### src/rtl/jsu_pkg.sv
`default_nettype none
package jsu_pkg;

	typedef enum logic [1:0] {
		PH_PLAIN  = 2'd0,
		PH_ESCAPE = 2'd1,
		PH_HEX    = 2'd2
	} phase_t;

	// Characters with special meaning in a string body
	localparam logic [7:0] CH_QUOTE  = 8'h22;
	localparam logic [7:0] CH_BSLASH = 8'h5C;
	localparam logic [7:0] CH_SLASH  = 8'h2F;
	localparam logic [7:0] CH_B      = 8'h62;
	localparam logic [7:0] CH_F      = 8'h66;
	localparam logic [7:0] CH_N      = 8'h6E;
	localparam logic [7:0] CH_R      = 8'h72;
	localparam logic [7:0] CH_T      = 8'h74;
	localparam logic [7:0] CH_U      = 8'h75;

	localparam int RunMax = 3;

	typedef struct packed {
		logic [7:0] out_byte;
		logic       byte_valid;
		logic       string_end;
		logic       bad_escape;
	} result_t;

	// Results caused by one input item; count is 0..3
	typedef struct packed {
		logic [1:0]             count;
		result_t [RunMax-1:0]   res;
	} run_t;

endpackage
`default_nettype wire

### src/rtl/jsu_decode.sv
`default_nettype none
module jsu_decode (
	input  wire logic          clk,
	input  wire logic          arst_n,
	input  wire logic          accept,
	input  wire logic [7:0]    in_byte,
	input  wire logic          end_of_data,
	output jsu_pkg::run_t      run
);
	import jsu_pkg::*;

	phase_t      phase_q, phase_d;
	logic [1:0]  digits_q, digits_d;
	logic [11:0] cp_q, cp_d;
	logic [15:0] cp_full;
	logic        is_hex;
	logic [3:0]  hex_val;

	function automatic result_t mk(input logic [7:0] b, input logic v,
	                               input logic e, input logic bad);
		result_t r;
		r.out_byte   = b;
		r.byte_valid = v;
		r.string_end = e;
		r.bad_escape = bad;
		return r;
	endfunction

	always_comb begin
		is_hex  = 1'b1;
		hex_val = 4'd0;
		if (in_byte >= 8'h30 && in_byte <= 8'h39) begin
			hex_val = in_byte[3:0];
		end else if ((in_byte >= 8'h41 && in_byte <= 8'h46) ||
		             (in_byte >= 8'h61 && in_byte <= 8'h66)) begin
			hex_val = in_byte[3:0] + 4'd9;
		end else begin
			is_hex = 1'b0;
		end
	end

	assign cp_full = {cp_q, hex_val};

	always_comb begin
		phase_d  = phase_q;
		digits_d = digits_q;
		cp_d     = cp_q;
		run      = '0;
		case (phase_q)
			PH_ESCAPE: begin
				phase_d   = PH_PLAIN;
				run.count = 2'd1;
				if (end_of_data) begin
					run.res[0] = mk(8'h00, 1'b0, 1'b0, 1'b1);
				end else begin
					case (in_byte)
						CH_QUOTE:  run.res[0] = mk(CH_QUOTE, 1'b1, 1'b0, 1'b0);
						CH_BSLASH: run.res[0] = mk(CH_BSLASH, 1'b1, 1'b0, 1'b0);
						CH_SLASH:  run.res[0] = mk(CH_SLASH, 1'b1, 1'b0, 1'b0);
						CH_B:      run.res[0] = mk(8'h08, 1'b1, 1'b0, 1'b0);
						CH_F:      run.res[0] = mk(8'h0C, 1'b1, 1'b0, 1'b0);
						CH_N:      run.res[0] = mk(8'h0A, 1'b1, 1'b0, 1'b0);
						CH_R:      run.res[0] = mk(8'h0D, 1'b1, 1'b0, 1'b0);
						CH_T:      run.res[0] = mk(8'h09, 1'b1, 1'b0, 1'b0);
						CH_U: begin
							phase_d   = PH_HEX;
							digits_d  = 2'd0;
							cp_d      = '0;
							run.count = 2'd0;
						end
						default:   run.res[0] = mk(8'h00, 1'b0, 1'b0, 1'b1);
					endcase
				end
			end
			PH_HEX: begin
				if (end_of_data || !is_hex) begin
					phase_d    = PH_PLAIN;
					digits_d   = 2'd0;
					cp_d       = '0;
					run.count  = 2'd1;
					run.res[0] = mk(8'h00, 1'b0, 1'b0, 1'b1);
				end else if (digits_q != 2'd3) begin
					cp_d     = cp_full[11:0];
					digits_d = digits_q + 2'd1;
				end else begin
					phase_d  = PH_PLAIN;
					digits_d = 2'd0;
					cp_d     = '0;
					if (cp_full[15:7] == '0) begin
						run.count  = 2'd1;
						run.res[0] = mk(cp_full[7:0], 1'b1, 1'b0, 1'b0);
					end else if (cp_full[15:11] == '0) begin
						run.count  = 2'd2;
						run.res[0] = mk({3'b110, cp_full[10:6]}, 1'b1, 1'b0, 1'b0);
						run.res[1] = mk({2'b10, cp_full[5:0]}, 1'b1, 1'b0, 1'b0);
					end else begin
						run.count  = 2'd3;
						run.res[0] = mk({4'b1110, cp_full[15:12]}, 1'b1, 1'b0, 1'b0);
						run.res[1] = mk({2'b10, cp_full[11:6]}, 1'b1, 1'b0, 1'b0);
						run.res[2] = mk({2'b10, cp_full[5:0]}, 1'b1, 1'b0, 1'b0);
					end
				end
			end
			default: begin
				// plain phase; the unused code acts the same
				phase_d = PH_PLAIN;
				if (end_of_data || in_byte == CH_QUOTE) begin
					run.count  = 2'd1;
					run.res[0] = mk(8'h00, 1'b0, 1'b1, 1'b0);
				end else if (in_byte == CH_BSLASH) begin
					phase_d = PH_ESCAPE;
				end else begin
					run.count  = 2'd1;
					run.res[0] = mk(in_byte, 1'b1, 1'b0, 1'b0);
				end
			end
		endcase
	end

	always_ff @(posedge clk or negedge arst_n) begin
		if (!arst_n) begin
			phase_q  <= PH_PLAIN;
			digits_q <= 2'd0;
			cp_q     <= '0;
		end else if (accept) begin
			phase_q  <= phase_d;
			digits_q <= digits_d;
			cp_q     <= cp_d;
		end
	end

endmodule
`default_nettype wire

### src/rtl/jsu_serializer.sv
`default_nettype none
module jsu_serializer (
	input  wire logic          clk,
	input  wire logic          arst_n,
	input  wire logic          load,
	input  wire jsu_pkg::run_t run,
	output logic               can_load,
	output logic               out_valid,
	input  wire logic          out_stall,
	output jsu_pkg::result_t   res,
	output logic               last
);
	import jsu_pkg::*;

	logic       s1_valid_s1;
	run_t       run_s1;
	logic       out_valid_q;
	run_t       run_q;
	logic [1:0] idx_q;
	logic       out_done, out_free, s1_move;

	assign res       = run_q.res[idx_q];
	assign last      = (idx_q == run_q.count - 2'd1);
	assign out_valid = out_valid_q;
	assign out_done  = out_valid_q && !out_stall && last;
	assign out_free  = !out_valid_q || out_done;
	assign s1_move   = s1_valid_s1 && out_free;
	assign can_load  = !s1_valid_s1 || s1_move;

	always_ff @(posedge clk or negedge arst_n) begin
		if (!arst_n) begin
			s1_valid_s1 <= 1'b0;
			out_valid_q <= 1'b0;
			idx_q       <= 2'd0;
		end else begin
			if (load) begin
				s1_valid_s1 <= 1'b1;
			end else if (s1_move) begin
				s1_valid_s1 <= 1'b0;
			end
			if (s1_move) begin
				out_valid_q <= 1'b1;
				idx_q       <= 2'd0;
			end else if (out_done) begin
				out_valid_q <= 1'b0;
			end else if (out_valid_q && !out_stall) begin
				idx_q <= idx_q + 2'd1;
			end
		end
	end

	always_ff @(posedge clk) begin
		if (load) begin
			run_s1 <= run;
		end
		if (s1_move) begin
			run_q <= run_s1;
		end
	end

endmodule
`default_nettype wire

### src/rtl/json_string_unescaper.sv
`default_nettype none
// JSON string body unescaper. Feed the bytes of a string body, one per input
// transfer, starting after the opening quote; end_of_data=1 marks that no byte
// is available. Each input transfer yields zero to three output transfers:
// a backslash, the 'u' of \u and the first three hex digits give none, the
// fourth hex digit gives the UTF-8 encoding of the code point (1, 2 or 3
// bytes, surrogates not paired), and everything else gives one. A closing
// quote or end of data gives one transfer with only string_end set; a bad
// escape letter, a non-hex digit or data ending inside an escape gives one
// with only bad_escape set. Both return to the plain state. out_byte is 0
// when byte_valid is 0, and last_of_run marks the final transfer of an input.
// Throughput: one input per cycle while each input yields at most one
// result and the output is not stalled; an input that yields several results
// holds the single output register until its last transfer is taken. A
// decoded run passes through the stage register, then the output register,
// before its first output transfer. One decoded run may wait behind a stalled output before input stalls.
module json_string_unescaper (
	input  wire logic        clk,
	input  wire logic        arst_n,
	input  wire logic        in_valid,
	output logic             in_stall,
	input  wire logic [7:0]  in_byte,
	input  wire logic        end_of_data,
	output logic             out_valid,
	input  wire logic        out_stall,
	output logic [7:0]       out_byte,
	output logic             byte_valid,
	output logic             string_end,
	output logic             bad_escape,
	output logic             last_of_run
);
	import jsu_pkg::*;

	run_t    run;
	result_t res;
	logic    can_load;
	logic    accept;
	logic    last;

	// Input transfer updates the escape state and, if it has results,
	// loads the decoded run into the stage register.
	assign in_stall = !can_load;
	assign accept   = in_valid && can_load;

	jsu_decode u_decode (
		.clk         (clk),
		.arst_n      (arst_n),
		.accept      (accept),
		.in_byte     (in_byte),
		.end_of_data (end_of_data),
		.run         (run)
	);

	jsu_serializer u_serializer (
		.clk       (clk),
		.arst_n    (arst_n),
		.load      (accept && run.count != 2'd0),
		.run       (run),
		.can_load  (can_load),
		.out_valid (out_valid),
		.out_stall (out_stall),
		.res       (res),
		.last      (last)
	);

	assign out_byte    = res.out_byte;
	assign byte_valid  = res.byte_valid;
	assign string_end  = res.string_end;
	assign bad_escape  = res.bad_escape;
	assign last_of_run = last;

endmodule
`default_nettype wire
### config.mk
export PLATFORM = sky130hd
export DESIGN_NAME = json_string_unescaper
export DESIGN_NICKNAME = d
export VERILOG_FILES = /design/src/rtl/jsu_pkg.sv /design/src/rtl/jsu_decode.sv /design/src/rtl/jsu_serializer.sv /design/src/rtl/json_string_unescaper.sv
export SDC_FILE = /design/constraint.sdc
export NUM_CORES = 1
export LEC_CHECK = 0
export BUFFER_PORTS_ARGS = -buffer_cell sky130_fd_sc_hd__buf_2
export CORE_MARGIN = 1.5
export CORE_UTILIZATION = 60
export CTS_BUF_LIST = sky130_fd_sc_hd__clkbuf_4 sky130_fd_sc_hd__clkbuf_8
export CTS_CLUSTER_SIZE = 16
export DETAILED_ROUTE_END_ITERATION = 8
export PLACE_DENSITY = 0.86
export SLEW_MARGIN = 5
export SYNTH_ARGS = -nofsm -noshare
export SYNTH_HDL_FRONTEND = slang
export SYNTH_SLANG_ARGS = --single-unit
### constraint.sdc
create_clock -name clk -period 3.4 [get_ports clk]
set_input_delay 0.17 -clock clk [delete_from_list [all_inputs] [get_ports clk]]
set_output_delay 0.17 -clock clk [all_outputs]
set_load 0.03 [all_outputs]
==> impl_metrics.py <==
metrics = {
    "sta": {
        "finalCriticalPeriod_ps": 2678,
        "setup_tns_ps": 0,
        "slew_headroom_pct": 53.83,
        "report.final.hold_viol_count": 0,
        "min_period_over_period_pct": 78.77,
        "finalMaxSlewViolations": 0,
        "rsz0062_at_grt": "no",
        "fmax_mhz": 373.4,
        "fin_skew_ps": 12.35,
        "setup_viol": 0,
        "worst_slew_pin_slew_ps": 690.4,
    },
    "finish": {
        "final_common_cell": "edfxtp_1",
        "drive_above_1_share_pct": 16.62,
        "fillers": 375,
        "multi_input_comb_area_um2": 1351,
        "syn_to_final_growth_pct": 12.18,
        "final_core_util_pct": 71.28,
        "antenna_cells": 0,
        "layout_common_cells": "edfxtp_1 (54), nor2_1 (29), nand2_1 (27), buf_2 (26), dfrtp_1 (20)",
        "nets": 364,
        "fin_cells": 421,
        "design_area_um2": 4021,
        "regArea_um2": 2122,
    },
    "grt": {
        "grt_pass1_vias": 2390,
        "overflow": 0,
        "antenna_found_initial": 0,
        "track_usage_pct": 25.51,
        "grt_first_pass_wirelength_um": 12120,
        "grt_max_degree": 28,
    },
    "worst_setup_path": {
        "worstReg2RegStart": "u_serializer.idx_q[0]",
        "start_kind": "flip-flop",
        "critPathRequiredTime_ps": 3630,
        "arrival_ps": 2910,
        "critPathMaxFanout": 17,
        "reg2reg_to": "u_decode.digits_q[0]",
        "critPathKind": "reg -> reg",
        "reg2reg_depth": 5,
        "worstSetupEndpointType": "flip-flop",
        "r2r_slack_ps": 720,
    },
    "clock_network": {
        "cts_resized": 0,
        "cts_max_level": 3,
        "cts_tree": "built",
        "cts_sinks": 74,
        "clk_transition_reported_paths_ps": 80,
        "cts_root_buffer": "clkbuf_8",
        "worstSkewPairLatency_ps": 340,
        "cts_made_buffers": 9,
        "cts_buffer_depth": 2,
    },
    "yosys": {
        "ys_ff_latch": 74,
        "yosysUniqueCellTypes": 56,
        "syn_area_per_cell_um2": 11.56,
        "syn_area_um2": 3585,
        "synthFlopType": "edfxtp_1",
        "yosys.area.top_type": "edfxtp_1",
        "syn-num-nets": 330,
        "synthArstFlopShare_pct": 27.03,
        "netlist_instances": 310,
        "seq_area_frac_synth_pct": 59.20,
        "yosysTopAreaCellShare_pct": 45.24,
        "yosys_warnings": 0,
        "synth_area_leaders": "edfxtp_1 (45%), dfrtp_1 (14%), a22o_1 (3.4%)",
        "synth-edff-count": 54,
    },
    "place": {
        "gp_congestion": 0.9680,
        "dp.cells": 404,
        "dp_hpwl_um": 5420,
        "placed_cell_area_um2": 3810,
        "portBuffers": 26,
    },
    "worst_hold_path": {
        "min_delay_path_depth": 3,
        "hold_end": "u_serializer.s1_valid_s1",
        "hp-start": "in_valid",
        "hold_path.class": "in -> reg",
    },
    "run_status": {
        "outcome": "finished, final reports clean",
    },
    "detailed_routing": {
        "via_per_inst": 6.135,
        "vias": 2583,
        "routed_wirelength_um": 7659,
        "antenna_left": 0,
        "first_iter_violations": 159,
        "drt_pass1_iterations": 5,
        "post_drt_wl_per_cell_um": 18.19,
        "drc": 0,
    },
    "power": {
        "p_per_area_nw_per_um2": 641.8,
        "irDropWorstVdd_mv": 0.4777,
        "leakage_nw": 1.549,
        "design_power_total_mw": 2.581,
    },
    "floorplanning": {
        "initial_core_util_pct": 63.54,
        "die_height_um": 80.30,
        "core_um2": 5642,
        "dieArea_um2": 6447,
        "die_x_um": 80.30,
        "rows": 27,
        "io_pins": 27,
    },
    "run": {
        "drv_cap": 0,
    },
}
-- layer usage --
layer	vias to the layer above	part of all wire [%]	GRT usage, %
met4	0	1.3	8.793
met1	1207	42	32.67
li1	1232	-	-
met2	134	51	43.95
met5	-	0	0
met3	10	5.6	4.091
-- cells in the mapped netlist (2+ instances only) --
library cell,count
o41ai_1,2
nor3_1,5
nor4_1,4
a22o_1,14
mux2_2,3
o22ai_1,4
nor2b_1,6
inv_1,16
o211ai_1,3
nand3_1,3
and2_1,8
mux2i_1,9
a21oi_1,13
and3_1,2
o21ai_1,4
o211a_1,2
edfxtp_1,54
nand2b_1,4
dfrtp_1,20
nand2_1,27
nand4_1,4
o21bai_1,2
a22oi_1,2
o21ai_0,15
clkbuf_1,8
or3_1,4
a211oi_1,6
ha_1,7
buf_2,2
nor2_1,29
o21a_1,3
-- how the worst max path moves through the flow --
stage | from | endpoint | slack (ps)
final | u_serializer.idx_q[0] | u_decode.digits_q[0] | 720
after global routing | u_serializer.idx_q[0] | u_decode.digits_q[1] | 550
after CTS | u_serializer.idx_q[0] | u_decode.digits_q[0] | 780
after detailed placement | in_byte[0] | u_serializer.run_s1[30] | 670
after global placement | in_byte[3] | u_serializer.run_s1[29] | 780
after floorplan | in_byte[0] | u_serializer.run_s1[0] | 600
-- where the power goes --
group          internal, mW  switching (mW)
Sequential             1.17          0.0830
Clock                 0.359           0.319
Combinational         0.209           0.443
Total                  1.74           0.845
-- area by class of cell --
type / instances / area share [%]
tap: 72 / 2.240
timing repair buffer: 34 / 4.792
multi-input combinational: 208 / 33.60
sequential: 74 / 52.77
clock inverter: 6 / 1.587
inverter: 17 / 1.587
clock buffer: 10 / 3.423
-- through the flow --
step	hold WS (ps)	setup slack [ps]
global placement	148.1	781.4
finish	97.37	721.9
global route	115.9	551.8
CTS	89.75	776.7
detailed placement	168.0	666.6
floorplan	-125.6	595.0
-- worst max-delay path, cell delays in order, from the launching register on --
cell and delay [ps]:
dfrtp_1 790, nor2b_1 240, mux2i_1 170, o211a_1 310, nand3b_1 570, mux2_2 480
-- sequential cells by signal, indices dropped and copies added (netlist names) --
name	cells
u_decode.cp_q	12
u_serializer.idx_q	2
u_serializer.s1_valid_s1	1
u_serializer.out_valid	1
u_decode.digits_q	2
u_serializer.run_q	27
u_serializer.run_s1	27
u_decode.phase_q	2
-- cells by family (layout without fill, tap and decap cells) --
kind of cell / after synthesis / in the layout / synth area share, %
buffers and inverters: 28 / 67 / 3.107
AOI/OAI and AO/OA: 79 / 79 / 15.32
xor gates and xnor gates: 1 / 1 / 0.2444
muxes: 12 / 12 / 3.456
adders and majority gates: 7 / 7 / 2.443
and+or+nand+nor: 109 / 109 / 16.23
DFF: 74 / 74 / 59.20
-- repair_timing --
item	CTS	global route
endpoints found under the setup margin	0	0
buffers inserted	0	0
hold buffers	1	0
endpoints found under the hold margin	20	0
Note: power is estimated with default switching activity, not from simulation.
